$ cat src/ordq_pkg.sv
// ============================================================================
// ordq_pkg
// Shared constants, types and pointer helpers for the overwriting ring deque.
// ============================================================================
package ordq_pkg;

	localparam int DEPTH      = 16;
	localparam int DATA_WIDTH = 32;
	localparam int PTR_W      = $clog2(DEPTH);
	localparam int CNT_W      = $clog2(DEPTH + 1);

	// Operation codes carried on the mode field
	localparam logic [2:0] MODE_PUSH_BACK  = 3'd0;
	localparam logic [2:0] MODE_PUSH_FRONT = 3'd1;
	localparam logic [2:0] MODE_POP_BACK   = 3'd2;
	localparam logic [2:0] MODE_POP_FRONT  = 3'd3;
	localparam logic [2:0] MODE_READ       = 3'd4;

	typedef logic [PTR_W-1:0]      ptr_t;
	typedef logic [CNT_W-1:0]      cnt_t;
	typedef logic [DATA_WIDTH-1:0] word_t;

	// Ring position: front slot, back slot and number of entries held
	typedef struct packed {
		ptr_t head;
		ptr_t tail;
		cnt_t fill;
	} ring_t;

	// Outcome of one operation: new ring position, store write and status
	typedef struct packed {
		ring_t ring;
		logic  wr_en;
		ptr_t  wr_addr;
		word_t wr_data;
		logic  err;
	} step_t;

	// Advance a pointer by one, wrapping at the capacity
	function automatic ptr_t ring_up(ptr_t p, cnt_t cap);
		cnt_t nxt;
		nxt = CNT_W'(p) + CNT_W'(1);
		return (nxt >= cap) ? '0 : PTR_W'(nxt);
	endfunction

	// Move a pointer back by one, wrapping at the capacity
	function automatic ptr_t ring_down(ptr_t p, cnt_t cap);
		return (p == '0) ? PTR_W'(cap - CNT_W'(1)) : p - PTR_W'(1);
	endfunction

	// Clamp a written capacity to 1..DEPTH
	function automatic cnt_t clamp_cap(logic [4:0] v);
		cnt_t r;
		if (v == '0) begin
			r = CNT_W'(1);
		end else if (int'(v) > DEPTH) begin
			r = CNT_W'(DEPTH);
		end else begin
			r = CNT_W'(v);
		end
		return r;
	endfunction

endpackage

$ cat src/ordq_ram.sv
// ============================================================================
// ordq_ram
// Generic RAM: one write port, two read ports, registered read (read-first).
// ============================================================================
module ordq_ram #(
	parameter int WIDTH = 32,
	parameter int DEPTH = 16,
	localparam int AW   = $clog2(DEPTH)
) (
	input  logic             clk,
	input  logic             we,
	input  logic [AW-1:0]    waddr,
	input  logic [WIDTH-1:0] wdata,
	input  logic [AW-1:0]    raddr_a,
	output logic [WIDTH-1:0] rdata_a,
	input  logic [AW-1:0]    raddr_b,
	output logic [WIDTH-1:0] rdata_b
);

	logic [WIDTH-1:0] mem [DEPTH];

	// Write, and register both read ports
	always_ff @(posedge clk) begin
		if (we) begin
			mem[waddr] <= wdata;
		end
		rdata_a <= mem[raddr_a];
		rdata_b <= mem[raddr_b];
	end

endmodule

$ cat src/ordq_step.sv
// ============================================================================
// ordq_step
// Next ring position, store write and error flag for one operation.
// ============================================================================
module ordq_step import ordq_pkg::*; (
	input  logic [2:0] mode,
	input  word_t      value,
	input  logic [3:0] index,
	input  cnt_t       cap,
	input  ring_t      cur,
	output step_t      nxt
);

	always_comb begin
		nxt         = '0;
		nxt.ring    = cur;
		nxt.wr_en   = 1'b0;
		nxt.wr_addr = cur.head;
		nxt.wr_data = '0;
		nxt.err     = 1'b0;
		case (mode)
			MODE_PUSH_BACK: begin
				// advance back; drop the oldest entry when full
				nxt.ring.tail = ring_up(cur.tail, cap);
				nxt.wr_en     = 1'b1;
				nxt.wr_addr   = nxt.ring.tail;
				nxt.wr_data   = value;
				if (cur.fill < cap) begin
					nxt.ring.fill = cur.fill + CNT_W'(1);
				end else begin
					nxt.ring.head = ring_up(cur.head, cap);
				end
			end
			MODE_PUSH_FRONT: begin
				// step front back; drop the newest entry when full
				nxt.ring.head = ring_down(cur.head, cap);
				nxt.wr_en     = 1'b1;
				nxt.wr_addr   = nxt.ring.head;
				nxt.wr_data   = value;
				if (cur.fill < cap) begin
					nxt.ring.fill = cur.fill + CNT_W'(1);
				end else begin
					nxt.ring.tail = ring_down(cur.tail, cap);
				end
			end
			MODE_POP_BACK: begin
				if (cur.fill == '0) begin
					nxt.err = 1'b1;
				end else begin
					nxt.wr_en     = 1'b1;
					nxt.wr_addr   = cur.tail;
					nxt.ring.tail = ring_down(cur.tail, cap);
					nxt.ring.fill = cur.fill - CNT_W'(1);
				end
			end
			MODE_POP_FRONT: begin
				if (cur.fill == '0) begin
					nxt.err = 1'b1;
				end else begin
					nxt.wr_en     = 1'b1;
					nxt.wr_addr   = cur.head;
					nxt.ring.head = ring_up(cur.head, cap);
					nxt.ring.fill = cur.fill - CNT_W'(1);
				end
			end
			MODE_READ: begin
				nxt.err = (int'(index) >= int'(cap));
			end
			default: begin
			end
		endcase
	end

endmodule

$ cat src/overwriting_ring_deque.sv
// ============================================================================
// overwriting_ring_deque
// Double-ended ring buffer with overwrite on full, store held in a RAM.
// ============================================================================
//
//  channel | handshake              | payload
//  --------+------------------------+--------------------------------------------
//  in      | in_valid / in_ready    | mode, value, index
//  out     | out_valid / out_ready  | read_data, front_value, back_value, count,
//          |                        | is_empty, is_full, error
//  cfg     | cfg_we (no wait)       | cfg_wdata (capacity)
//
//  Each item passes three steps: accept (store write, slot read), head/tail
//  read, result capture. The single RAM write port and its registered read
//  set this sequence; the next item is taken after capture.
//  A finished result waits in the output register; the next item is accepted
//  meanwhile and stalls in capture until the register frees.
//  Reset clears the store through per-slot valid bits; no clearing pass.
//
module overwriting_ring_deque import ordq_pkg::*; (
	input  logic        clk,
	input  logic        arst_n,
	input  logic        in_valid,
	output logic        in_ready,
	input  logic [2:0]  mode,
	input  logic [31:0] value,
	input  logic [3:0]  index,
	output logic        out_valid,
	input  logic        out_ready,
	output logic [31:0] read_data,
	output logic [31:0] front_value,
	output logic [31:0] back_value,
	output logic [4:0]  count,
	output logic        is_empty,
	output logic        is_full,
	output logic        error,
	input  logic        cfg_we,
	input  logic [4:0]  cfg_wdata
);

	localparam logic [1:0] ST_IDLE = 2'd0;
	localparam logic [1:0] ST_RD   = 2'd1;
	localparam logic [1:0] ST_OUT  = 2'd2;

	logic [1:0]       state_q;
	ring_t            ring_q;
	cnt_t             cap_q;
	logic [DEPTH-1:0] vld_q;
	step_t            nxt;
	logic             acc;
	logic             load;
	ptr_t             raddr_a;
	word_t            rdata_a;
	word_t            rdata_b;
	logic             vld_a_s1;
	logic [2:0]       mode_s1;
	logic             err_s1;
	word_t            rd_s1;

	logic        out_valid_q;
	logic [31:0] read_data_q;
	logic [31:0] front_q;
	logic [31:0] back_q;
	logic [4:0]  count_q;
	logic        empty_q;
	logic        full_q;
	logic        error_q;

	assign in_ready = (state_q == ST_IDLE);
	assign acc      = in_valid && in_ready;
	assign load     = (state_q == ST_OUT) && (!out_valid_q || out_ready);

	ordq_step u_step (
		.mode  (mode),
		.value (value[DATA_WIDTH-1:0]),
		.index (index),
		.cap   (cap_q),
		.cur   (ring_q),
		.nxt   (nxt)
	);

	// Slot read on accept, head and tail afterwards
	assign raddr_a = (state_q == ST_IDLE) ? PTR_W'(index) : ring_q.head;

	ordq_ram #(
		.WIDTH (DATA_WIDTH),
		.DEPTH (DEPTH)
	) u_ram (
		.clk     (clk),
		.we      (acc && nxt.wr_en),
		.waddr   (nxt.wr_addr),
		.wdata   (nxt.wr_data),
		.raddr_a (raddr_a),
		.rdata_a (rdata_a),
		.raddr_b (ring_q.tail),
		.rdata_b (rdata_b)
	);

	// Track the valid bit alongside the port A read
	always_ff @(posedge clk) begin
		vld_a_s1 <= vld_q[raddr_a];
	end

	// Sequencer, ring position and capacity
	always_ff @(posedge clk or negedge arst_n) begin
		if (!arst_n) begin
			state_q <= ST_IDLE;
			ring_q  <= '{head: '0, tail: PTR_W'(DEPTH - 1), fill: '0};
			cap_q   <= CNT_W'(DEPTH);
			vld_q   <= '0;
		end else begin
			case (state_q)
				ST_IDLE: begin
					if (acc) begin
						ring_q  <= nxt.ring;
						state_q <= ST_RD;
						if (nxt.wr_en) begin
							vld_q[nxt.wr_addr] <= 1'b1;
						end
					end else if (cfg_we && ring_q.fill == '0) begin
						cap_q       <= clamp_cap(cfg_wdata);
						ring_q.head <= '0;
						ring_q.tail <= PTR_W'(clamp_cap(cfg_wdata) - CNT_W'(1));
					end
				end
				ST_RD: begin
					state_q <= ST_OUT;
				end
				ST_OUT: begin
					if (load) begin
						state_q <= ST_IDLE;
					end
				end
				default: begin
					state_q <= ST_IDLE;
				end
			endcase
		end
	end

	// Hold per-item status; capture the slot read in the cycle after accept
	always_ff @(posedge clk) begin
		if (acc) begin
			mode_s1 <= mode;
			err_s1  <= nxt.err;
		end
		if (state_q == ST_RD) begin
			rd_s1 <= (mode_s1 == MODE_READ && !err_s1 && vld_a_s1) ? rdata_a : '0;
		end
	end

	// Output register: valid flag
	always_ff @(posedge clk or negedge arst_n) begin
		if (!arst_n) begin
			out_valid_q <= 1'b0;
		end else if (load) begin
			out_valid_q <= 1'b1;
		end else if (out_ready) begin
			out_valid_q <= 1'b0;
		end
	end

	// Output register: payload
	always_ff @(posedge clk) begin
		if (load) begin
			read_data_q <= 32'(rd_s1);
			front_q     <= (ring_q.fill != '0 && vld_a_s1) ? 32'(rdata_a) : '0;
			back_q      <= (ring_q.fill != '0) ? 32'(rdata_b) : '0;
			count_q     <= 5'(ring_q.fill);
			empty_q     <= (ring_q.fill == '0);
			full_q      <= (ring_q.fill == cap_q);
			error_q     <= err_s1;
		end
	end

	assign out_valid   = out_valid_q;
	assign read_data   = read_data_q;
	assign front_value = front_q;
	assign back_value  = back_q;
	assign count       = count_q;
	assign is_empty    = empty_q;
	assign is_full     = full_q;
	assign error       = error_q;

	// Fill never exceeds the capacity
	a_fill_cap: assert property (@(posedge clk) disable iff (!arst_n)
		ring_q.fill <= cap_q)
		else $error("fill above capacity");

	// Both ends stay inside the capacity
	a_ptr_range: assert property (@(posedge clk) disable iff (!arst_n)
		(ring_q.head < PTR_W'(cap_q) || cap_q == CNT_W'(DEPTH)) &&
		(ring_q.tail < PTR_W'(cap_q) || cap_q == CNT_W'(DEPTH)))
		else $error("pointer beyond capacity");

	// An empty ring keeps the back one slot before the front
	a_empty_ends: assert property (@(posedge clk) disable iff (!arst_n)
		ring_q.fill == '0 |-> ring_q.tail == ring_down(ring_q.head, cap_q))
		else $error("empty ring with misplaced ends");

	// A stalled result keeps the next item parked in capture
	a_stall_hold: assert property (@(posedge clk) disable iff (!arst_n)
		state_q == ST_OUT && out_valid_q && !out_ready |=> state_q == ST_OUT)
		else $error("capture left while output stalled");

endmodule

$ cat config.mk
export PLATFORM = sky130hd
export DESIGN_NAME = overwriting_ring_deque
export DESIGN_NICKNAME = d
export VERILOG_FILES = /design/src/ordq_pkg.sv /design/src/ordq_ram.sv /design/src/ordq_step.sv /design/src/overwriting_ring_deque.sv
export SDC_FILE = /design/constraint.sdc
export NUM_CORES = 1
export LEC_CHECK = 0
export ABC_AREA = 1
export BUFFER_PORTS_ARGS = -buffer_cell sky130_fd_sc_hd__buf_2
export CORE_MARGIN = 8
export CORE_UTILIZATION = 30
export DETAILED_ROUTE_END_ITERATION = 6
export PLACE_DENSITY_LB_ADDON = 0.25
export RECOVER_POWER = 100
export SLEW_MARGIN = 20
export SYNTH_ARGS = -nofsm -noshare
export SYNTH_HDL_FRONTEND = slang
export SYNTH_SLANG_ARGS = --single-unit
$ cat constraint.sdc
create_clock -name clk -period 7.4 [get_ports clk]
set_input_delay 1.48 -clock clk [delete_from_list [all_inputs] [get_ports clk]]
set_output_delay 1.48 -clock clk [all_outputs]
set_load 0.005 [all_outputs]
# Word level (Yosys, flattened, before mapping)
# Memory sizes are Yosys's and may differ from the RTL's. A register that Yosys moved wholly into a read port is not among the register bits.
# Index checks and enable logic that the tools add are counted.
# totals
reg_bits	178
latchBits	0
mem_bits_rw	512
romBits	0
inputBits	49
output_inout_bits	106
elab_cells	119
memories	1
# classes
add_sub_neg	8
multipliers	0
div	0
order_cmp	8
n_eq_ne	18
shift	0
muxes	35
bitwise_logic	2
n_reduce_logical	29
# mem_list
name	words	width	rd	rd_ports_with_merged_regs	write_ports	line_no	text
u_ram.mem	16	32	2	2	1	ordq_ram.sv:20	logic [WIDTH-1:0] mem [DEPTH];
# op_table
op	n
$mux 4	11
$pmux 10 s4	1
$mux 32	1
$pmux 4 s3	2
$mux 8	2
$or 16x16->16	1
$sub 4x1->4 const B	4
$mux 5	3
$reduce_and 5->1	3
$mux 14	1
$ne 3x3->1 const B	4
$add 4x1->5 const B	2
$ge 5x5->1	2
$logic_not 5->1	2
$lt 4x5->1 const B	2
$mux 10	1
$logic_and 1x1->1	8
$logic_not 4->1	2
$ne 4x1->1 const B	2
$mux 1	7
$eq 3x2->1 const B	2
$eq 3x3->1 const B	2
$ne 2x2->1 const B	3
$pmux 2 s3	1
other kinds (26)	31

# Logic depth before layout (Yosys ltp)
# Gate-level depths: netlist of the first run.
# logic_depth
ltp_word	9
ltp_mapped	17
depth_no_buf	14

# Modules after synthesis
# Synthesis of the first run repeated with hierarchy kept, for this count alone.
# hier_totals
cells_unflattened	4249
hier_area_um2	37552.3
# modules_own_cells
module	n_inst	cells_each	area_each_um2
ordq_ram	1	3317	28671.2
overwriting_ring_deque	1	551	6845.3
ordq_step	1	381	2035.7

# Least setup slack after synthesis of the first run
# Ideal clock, no wire load.
# synth_path
kind	input -> register
start	input out_ready
end	register back_q[0], in the netlist back_value[0], enable pin
setup_ps	569
t_arrival_ps	5838
required_time_ps	6831
path_slack_ps	993
stages	2
n_path_buf	0
path_cell_list	nor2_1 -> nor2_1
# synth_via
elab_chain_len	2
# synth_rtl
item	line_no	text
start: declaration	overwriting_ring_deque.sv:29	input logic out_ready,
$logic_or 1x1->1	overwriting_ring_deque.sv:71	assign load = (state_q == ST_OUT) && (!out_valid_q || out_ready);
$logic_and 1x1->1	overwriting_ring_deque.sv:71	
named net load	overwriting_ring_deque.sv:51	logic load;
end signal: assignment	overwriting_ring_deque.sv:168	back_q <= (ring_q.fill != '0) ? 32'(rdata_b) : '0;
end: declaration	overwriting_ring_deque.sv:63	logic [31:0] back_q;
# The timed path passes the listed nets, and every way through them passes these cells.
# A chain may end at the register's enable or synchronous reset.

==> impl_metrics.json, run 1 <==
{
  "synth.top_cell.area_share": 0.568,
  "cp-end-kind": "flop",
  "critical_path_arrival_ps": 6710,
  "r2r_end": "u_ram.rdata_b[1]$_DFF_P_",
  "wl_per_cell_um": 20.8,
  "drc": 0,
  "synth_area_leader_cell": "edfxtp_1",
  "clk_pin_slew_worst_paths_ps": 60,
  "port_buffers": 154,
  "grt_antenna_before_repair": 1,
  "num-fill-cells": 11561,
  "ys_seq_area_frac": 0.633,
  "stdcell_count": 4976,
  "drt_first_pass_iters": 5,
  "coreArea_um2": 114000,
  "multi_input_area_um2": 10100,
  "power_frac_comb": 0.369,
  "drv_slew": 860,
  "htreeDepth": 3,
  "finClkSkew_ps": 24.5,
  "cts_tree": "yes",
  "cp_max_fo": 68,
  "syn_to_final_growth_pct": 13.3,
  "reg2regPathDepth": 7,
  "path_cells": "inv_4 -> clkbuf_1 -> a21oi_1 -> o21ai_0 -> nand3_1 -> nand3_1 -> or3b_2",
  "setup_violations": 0,
  "ant_nets": 0,
  "crit_family": "buffers and inverters",
  "initial_core_util": 0.302,
  "seq_power_share": 0.369,
  "dieArea_um2": 126000,
  "crit-reg2reg-launch": "ring_q[6]$_DFFE_PN1P_",
  "dpl.hpwl_um": 60100,
  "period_share": 0.840,
  "routed_wl_um": 104000,
  "post_cts.repair.setup_buffers": 0,
  "place_inst": 4824,
  "power_density_nw_per_um2": 389,
  "regArea_um2": 21800,
  "drv_cap": 15,
  "synth.distinct_cells": 40,
  "vias": 25065,
  "slew_headroom": -2.00,
  "global_route.usage.total": 0.159,
  "grt-ovfl-total": 0,
  "grt_pass1_vias": 24151,
  "async_reset_ff_frac": 0.0491,
  "violations": "capacitance limit, slew limit",
  "vias_per_cell": 5.04,
  "p_leak_nw": 14.7,
  "switchingPower_w": 0.00598,
  "ys_top_cells_by_area": "edfxtp_1, o211ai_1, nand2_1, nand3_1, a21oi_1",
  "finalHoldViolCount": 0,
  "yosys_register_bits": 754,
  "insertion_delay_ps": 630,
  "yosysMostFrequentCell": "edfxtp_1",
  "crit_start": "ring_q[6]$_DFFE_PN1P_",
  "final_util": 0.342,
  "dieHeight_um": 355,
  "fin_setup_tns_ps": 0,
  "slowest_delay_ps": 3130,
  "synth-edff-count": 652,
  "cp.required_ps": 7890,
  "synth.top_cells.by_count": "edfxtp_1, nand2_1, inv_1",
  "r2r_slack_ps": 1180,
  "nets": 3473,
  "netlist_instances": 3337,
  "synth_area_um2": 34500,
  "p_int_w": 0.00922,
  "ir_drop_v": 0.000286,
  "worst_slew_pin_slew_ps": 4500,
  "crit_cells": 7,
  "period_needed_ps": 6220,
  "crit_slowest_cell": "clkbuf_1",
  "rsz0062_at_grt": "no",
  "path_class": "reg -> reg",
  "power_frac_clock": 0.262,
  "cp-endpoint": "u_ram.rdata_b[1]$_DFF_P_",
  "path_common_cell": "nand3_1",
  "io_pins": 155,
  "path_buf_inv": 2,
  "rows": 124,
  "max_freq_ghz": 0.161,
  "cts_root_buf": "clkbuf_16",
  "synth.net_count": 3413,
  "hold_path.class": "reg -> reg",
  "die_width_um": 355,
  "clkSinkCount": 754,
  "cts_hold_buffers": 0,
  "yosysWarningCount": 0,
  "drt_iter0_markers": 1975,
  "gp_congestion": 0.826,
  "switching_share": 0.393,
  "cts_buffers": 82,
  "start_kind": "flop",
  "grt_pass1_wl_um": 155000,
  "syn_avg_cell_area_um2": 10.3,
  "synth_flop_cell": "edfxtp_1",
  "drive_above_1_share": 0.0733,
  "cts_resized": 0,
  "status": "finished, violations left",
  "clockBufferDepth": 3,
  "grt_max_degree": 212
}
-- stage by stage --
step / power (W) / setup WS (ps) / hold slack [ps] / area, um^2
detailed placement: 0.0113 / 2080 / 405 / 36700
finish: 0.0152 / 1180 / 413 / 39000
floorplan: 0.00930 / 993 / 400 / 34500
CTS: 0.0153 / 2060 / 414 / 39300
global placement: 0.0112 / 2140 / 404 / 36700
global route: 0.0161 / 890 / 420 / 39000
-- layout by cell type (no fill, tap or decap), types with 4 or more instances in the layout --
master      instances
a21oi_1           328
buf_2              69
buf_4              23
clkbuf_1          123
clkbuf_16          84
clkbuf_2            5
clkbuf_8           11
clkinv_1           11
clkinv_2           12
clkinvlp_4          5
dfrtp_1            32
dfstp_2             4
dfxtp_1            65
edfxtp_1          652
ha_1               27
inv_1             423
inv_2               6
nand2_1           448
nand3_1           331
nand4_1            10
nor2_1            138
nor2_4              9
nor3_1              5
o211ai_1          270
o21ai_0           286
o21ai_4             4
o21bai_1            9
or3b_1             29
xor2_1              8
-- power groups by stage --
stage | Sequential (W) | Combinational (W) | Clock, W
after CTS | 0.00561 | 0.00559 | 0.00410
after floorplan | 0.00549 | 0.00381 | 0
after global placement | 0.00568 | 0.00556 | 0
final | 0.00561 | 0.00560 | 0.00399
after detailed placement | 0.00569 | 0.00557 | 0
after global routing | 0.00567 | 0.00621 | 0.00426
-- worst min path at each step --
stage,slack (ps),from,depth (start not counted),endpoint
after floorplan,400,rd_s1[0]$_SDFFCE_PN0N_,0,read_data[0]$_DFFE_PP_
after global placement,400,rd_s1[22]$_SDFFCE_PN0N_,0,read_data[22]$_DFFE_PP_
after detailed placement,400,rd_s1[8]$_SDFFCE_PN0N_,0,read_data[8]$_DFFE_PP_
after CTS,410,rd_s1[8]$_SDFFCE_PN0N_,0,read_data[8]$_DFFE_PP_
after global routing,420,rd_s1[21]$_SDFFCE_PN0N_,0,read_data[21]$_DFFE_PP_
final,410,rd_s1[22]$_SDFFCE_PN0N_,0,read_data[22]$_DFFE_PP_
-- per-layer routing --
layer / GRT usage / routed length, um
met1: 0.210 / 45500
met2: 0.261 / 48400
met3: 0.0309 / 6550
met5: 0 / 0
met4: 0.0550 / 3310
-- sequential cells by signal, summed over array words and instances (netlist names) --
register,cells
out_valid,1
mode_s1,3
is_empty,1
error,1
err_s1,1
is_full,1
front_value,32
u_ram.rdata_b,32
vld_q,16
rd_s1,32
count,5
u_ram.rdata_a,32
cap_q,5
back_value,32
state_q,2
vld_a_s1,1
read_data,32
u_ram.mem,512
ring_q,13
-- logic make-up (layout without fill, tap and decap cells) --
kind of cell / after synthesis / in the layout / synth area share
and+or+nand+nor: 980 / 980 / 0.126
other: 0 / 1 / 0
xor gates and xnor gates: 11 / 11 / 0.00279
AOI/OAI and AO/OA: 906 / 906 / 0.153
buffers and inverters: 659 / 785 / 0.0765
adders and majority gates: 27 / 27 / 0.00980
DFF: 754 / 754 / 0.633
-- area by class of cell --
class | instances | share of cell area
antenna | 1 | 0.0000641
clock buffer | 118 | 0.0599
clock inverter | 32 | 0.00650
inverter | 434 | 0.0421
multi-input combinational | 1924 | 0.259
sequential | 754 | 0.559
tap | 1512 | 0.0484
timing repair buffer | 201 | 0.0254
Note: power is estimated with default switching activity, not from simulation.
==> run 2, diff against run 1 <==
clock period = 5.1 ns   (was 7.4 ns; I/O delays follow)
==> run 2 against run 1 <==
The run still ends with capacitance limit, slew limit left. Global-route usage increased by 0.51 points. Clock power up 50%. Sequential share of layout area fell by 0.46 points. Non-clock buffer count increased by 22. First-iteration DRC count up 2.6%. Combinational power grew 48%. Critical path depth up 1. Core utilization grew 0.28 points. Sequential power grew 42%. Largest cell class unchanged.
==> impl_metrics.json, run 2 (synthesis results as in run 1) <==
{
  "design_power_total_w": 0.0222,
  "violations": "capacitance limit, slew limit",
  "dieHeight_um": 355,
  "final_cell_mix": "edfxtp_1, nand2_1, inv_1, nand3_1, a21oi_1",
  "dpl.hpwl_um": 61200,
  "finalHoldViolCount": 0,
  "cp_max_fo": 27,
  "cp.required_ps": 5610,
  "p_int_w": 0.0134,
  "hold_start": "rd_s1[2]$_SDFFCE_PN0N_",
  "clkSinkCount": 754,
  "met3_usage": 0.0275,
  "seq_power_share": 0.359,
  "crit_family": "buffers and inverters",
  "global_route.usage.total": 0.164,
  "syn_to_final_growth_pct": 14.2,
  "setup_violations": 0,
  "vias_per_cell": 5.02,
  "power_frac_comb": 0.373,
  "port_buffers": 154,
  "drc": 0,
  "cts_root_buf": "clkbuf_16",
  "path_cells": "nor2_1 -> nand2_1 -> o21ai_2 -> inv_1 -> buf_4 -> nand3_1 -> nand3_1 -> nand2_1",
  "clk_pin_slew_worst_paths_ps": 70,
  "layout_commonest_cell": "edfxtp_1",
  "slew_headroom": -1.01,
  "io_pins": 155,
  "insertion_delay_ps": 660,
  "vias": 25124,
  "gp_congestion": 0.806,
  "grt_antenna_before_repair": 3,
  "place_inst": 4846,
  "crit_start": "state_q[1]$_DFFE_PN0P_",
  "place_ws_ps": 1270,
  "grt.busiest_layer": "met2",
  "use_met1": 0.222,
  "placed_cell_area_um2": 37000,
  "start_kind": "flop",
  "wl_per_cell_um": 21.3,
  "slowest_delay_ps": 1190,
  "switching_share": 0.397,
  "grt-ovfl-total": 0,
  "grt_max_degree": 133,
  "power_density_nw_per_um2": 565,
  "grt_use_met2": 0.269,
  "cts_buffers": 82,
  "hold_path.class": "reg -> reg",
  "max_freq_ghz": 0.221,
  "routed_wl_um": 106000,
  "regMostFlops": "u_ram.mem",
  "status": "finished, violations left",
  "drv_slew": 312,
  "drv_cap": 7,
  "stdcell_count": 5001,
  "design_area_um2": 39400,
  "crit-reg2reg-launch": "state_q[1]$_DFFE_PN0P_",
  "initial_core_util": 0.302,
  "coreArea_um2": 114000,
  "p_leak_nw": 14.9,
  "period_share": 0.888,
  "worst_slew_pin_slew_ps": 3010,
  "clockBufferDepth": 3,
  "largest_register_ffs": 512,
  "nets": 3495,
  "period_needed_ps": 4530,
  "setup_slack_ps": 570,
  "grt_pass1_wl_um": 160000,
  "htreeDepth": 3,
  "post_cts.repair.setup_buffers": 0,
  "power_frac_clock": 0.269,
  "cp-end-kind": "flop",
  "grt_pass1_vias": 25010,
  "die_width_um": 355,
  "drt_iter0_markers": 2026,
  "path_buf_inv": 2,
  "dieArea_um2": 126000,
  "finClkSkew_ps": 38.9,
  "num-fill-cells": 11555,
  "switchingPower_w": 0.00884,
  "drt_first_pass_iters": 5,
  "rows": 124,
  "path_class": "reg -> reg",
  "critical_path_arrival_ps": 5040,
  "cts_hold_buffers": 0,
  "rsz0062_at_grt": "no",
  "drive_above_1_share": 0.0803,
  "crit_slowest_cell": "inv_1",
  "cts_tree": "yes",
  "ant_nets": 0,
  "cts_resized": 0,
  "fin_setup_tns_ps": 0,
  "ir_drop_v": 0.000515
}
[run 2: worst paths after layout]
path                                       endpoint  slack, ps  cells past startpoint
setup / recovery           u_ram.rdata_a[5]$_DFF_P_        570                      8
hold / removal               read_data[2]$_DFFE_PP_        410                      0
setup reg to reg           u_ram.rdata_a[5]$_DFF_P_        570                      8
hold reg to reg              read_data[2]$_DFFE_PP_        410                      0
max in group asynchronous     vld_q[12]$_DFFE_PN0P_       2640                      1
min in group asynchronous    state_q[1]$_DFFE_PN0P_       1090                      1
[run 2: area by class of cell]
class                           count  area, um^2  area share
Sequential cell                   754       21800       0.554
Clock inverter                     44         432      0.0110
Inverter                          434        1650      0.0418
Clock buffer                      109        2270      0.0576
Antenna cell                        1        2.50   0.0000636
Multi-Input combinational cell   1924       10100       0.256
Tap cell                         1512        1890      0.0481
Timing Repair Buffer              223        1220      0.0309
[run 2: through the flow]
step                       util  hold WS, ps
after floorplan               -          400
after global placement    0.324          401
after detailed placement  0.324          405
after CTS                 0.347          403
after global routing      0.345          411
final                     0.345          410
[run 2: power groups by stage]
stage | clock [W] | sequential, W | combinational (W)
final | 0.00597 | 0.00798 | 0.00829
after CTS | 0.00613 | 0.00796 | 0.00839
after global routing | 0.00635 | 0.00806 | 0.00919
after global placement | 0 | 0.00809 | 0.00834
after detailed placement | 0 | 0.00809 | 0.00835
after floorplan | 0 | 0.00796 | 0.00553
[run 2: routing by layer]
layer / wire length (um) / part of all wire / vias up
met5: 0 / 0 / -
met4: 2740 / 0.026 / 0
met3: 6610 / 0.062 / 165
met2: 48900 / 0.46 / 840
met1: 48000 / 0.45 / 12187
li1: - / - / 11932
[run 2: worst register-to-register path, cell delays in order (launching register included)]
cell	delay [ps]
dfrtp_1	400
nor2_1	880
nand2_1	160
o21ai_2	660
inv_1	1200
buf_4	540
nand3_1	120
nand3_1	100
nand2_1	330
==> run 3, diff against run 2 <==
CELL_PAD_IN_SITES_DETAIL_PLACEMENT = 1   (was default)
CELL_PAD_IN_SITES_GLOBAL_PLACEMENT = 1   (was default)
==> run 3 against run 2 <==
Critical path type unchanged. Fmax shrank 0.54%. Sequential share of layout area down 0.36 points. Routed wire length grew 5.7%. The flow still finishes with violations (capacitance limit, slew limit).
==> impl_metrics.json, run 3 (synthesis results as in run 1) <==
{
  "status": "finished, violations left",
  "io_pins": 155,
  "seq_power_share": 0.353,
  "drv_slew": 488,
  "switchingPower_w": 0.00909,
  "cts_tree": "yes",
  "cp-end-kind": "flop",
  "drc": 0,
  "global_route.usage.total": 0.174,
  "grt-ovfl-total": 0,
  "largest_register_ffs": 512,
  "drt_iter0_markers": 1573,
  "ant_nets": 0,
  "post_cts.repair.setup_buffers": 0,
  "routed_wl_um": 112000,
  "period_share": 0.893,
  "power_frac_clock": 0.282,
  "worst_slew_pin_slew_ps": 2410,
  "die_width_um": 355,
  "layout_commonest_cell": "edfxtp_1",
  "hold_path.class": "reg -> reg",
  "initial_core_util": 0.302,
  "vias": 25302,
  "grt_max_degree": 168,
  "syn_to_final_growth_pct": 14.9,
  "insertion_delay_ps": 660,
  "grt_antenna_before_repair": 9,
  "coreArea_um2": 114000,
  "regMostFlops": "u_ram.mem",
  "cp.required_ps": 5620,
  "cts_hold_buffers": 0,
  "clk_pin_slew_worst_paths_ps": 60,
  "num-fill-cells": 12725,
  "slew_headroom": -0.610,
  "regArea_um2": 21800,
  "violations": "capacitance limit, slew limit",
  "grt_pass1_vias": 26543,
  "switching_share": 0.397,
  "final_cell_mix": "edfxtp_1, nand2_1, inv_1, nand3_1, a21oi_1",
  "cts_root_buf": "clkbuf_16",
  "setup_violations": 0,
  "critical_path_arrival_ps": 5070,
  "cts_buffers": 85,
  "design_power_total_w": 0.0229,
  "max_freq_ghz": 0.220,
  "grt_pass1_wl_um": 169000,
  "drv_cap": 9,
  "period_needed_ps": 4550,
  "port_buffers": 154,
  "p_int_w": 0.0138,
  "n_antenna_cell": 0,
  "nets": 3491,
  "htreeDepth": 3,
  "wl_per_cell_um": 22.5,
  "path_class": "reg -> reg",
  "p_leak_nw": 15.0,
  "vias_per_cell": 5.06,
  "multi_input_area_um2": 10100,
  "rows": 124,
  "start_kind": "flop",
  "power_frac_comb": 0.365,
  "finClkSkew_ps": 19.6,
  "dieArea_um2": 126000,
  "clkSinkCount": 754,
  "power_density_nw_per_um2": 578,
  "finalHoldViolCount": 0,
  "dpl.hpwl_um": 66700,
  "drt_first_pass_iters": 5,
  "ir_drop_v": 0.000484,
  "rsz0062_at_grt": "no",
  "drive_above_1_share": 0.0840,
  "gp_congestion": 0.792,
  "clockBufferDepth": 3,
  "cp_max_fo": 139,
  "dieHeight_um": 355,
  "cts_resized": 0,
  "fin_setup_tns_ps": 0
}
## run 3: final cells by class
cell class	count	share of cell area
multi-input cells	1924	0.254
clock inverters	46	0.0149
inverters	434	0.0414
well taps	1512	0.0477
repair buffers	216	0.0320
clock buffers	113	0.0591
flip-flops and latches	754	0.550
## run 3: power by group through the flow
stage | logic (W) | clock network [W] | registers [W]
floorplan | 0.00553 | 0 | 0.00796
global placement | 0.00841 | 0 | 0.00821
detailed placement | 0.00847 | 0 | 0.00822
CTS | 0.00852 | 0.00664 | 0.00809
global route | 0.00931 | 0.00687 | 0.00818
finish | 0.00836 | 0.00646 | 0.00809
## run 3: worst paths after layout
path                            cells after the start                     from                   endpoint  slack [ps]
worst max register to register                      9   state_q[1]$_DFFE_PN0P_  u_ram.rdata_a[27]$_DFF_P_         550
worst min-delay path                                0  rd_s1[19]$_SDFFCE_PN0N_    read_data[19]$_DFFE_PP_         420
worst min register to register                      0  rd_s1[19]$_SDFFCE_PN0N_    read_data[19]$_DFFE_PP_         420
max in group asynchronous                           1                   arst_n      vld_q[11]$_DFFE_PN0P_        2610
min in group asynchronous                           1                   arst_n     ring_q[11]$_DFFE_PN0P_        1110
worst max-delay path                                9   state_q[1]$_DFFE_PN0P_  u_ram.rdata_a[27]$_DFF_P_         550
## run 3: worst max-delay path, stage by stage (launching register included)
cell and delay [ps]:
dfrtp_1 400, nor2_1 1010, o21ai_0 630, inv_4 1330, buf_12 360, nand2_1 90
o211ai_1 90, nand3_1 140, nand3_1 170, nand2_1 110
## run 3: metrics by stage
step	setup WS, ps	cells	hold WS [ps]	instance area, um^2	utilization
6_report	545	4999	417	39600	0.347
5_1_grt	303	4999	423	39600	0.347
4_1_cts	790	4998	420	39900	0.350
3_5_place_dp	783	4839	406	37000	0.324
3_3_place_gp	820	4839	401	37000	0.324
2_1_floorplan	725	3337	400	34500	-
## run 3: per-layer routing
layer,routed length [um],track usage,vias up
met1,51100,0.232,12646
met5,50,0,-
li1,-,-,11897
met2,53300,0.294,564
met3,5060,0.0253,187
met4,2770,0.0520,8
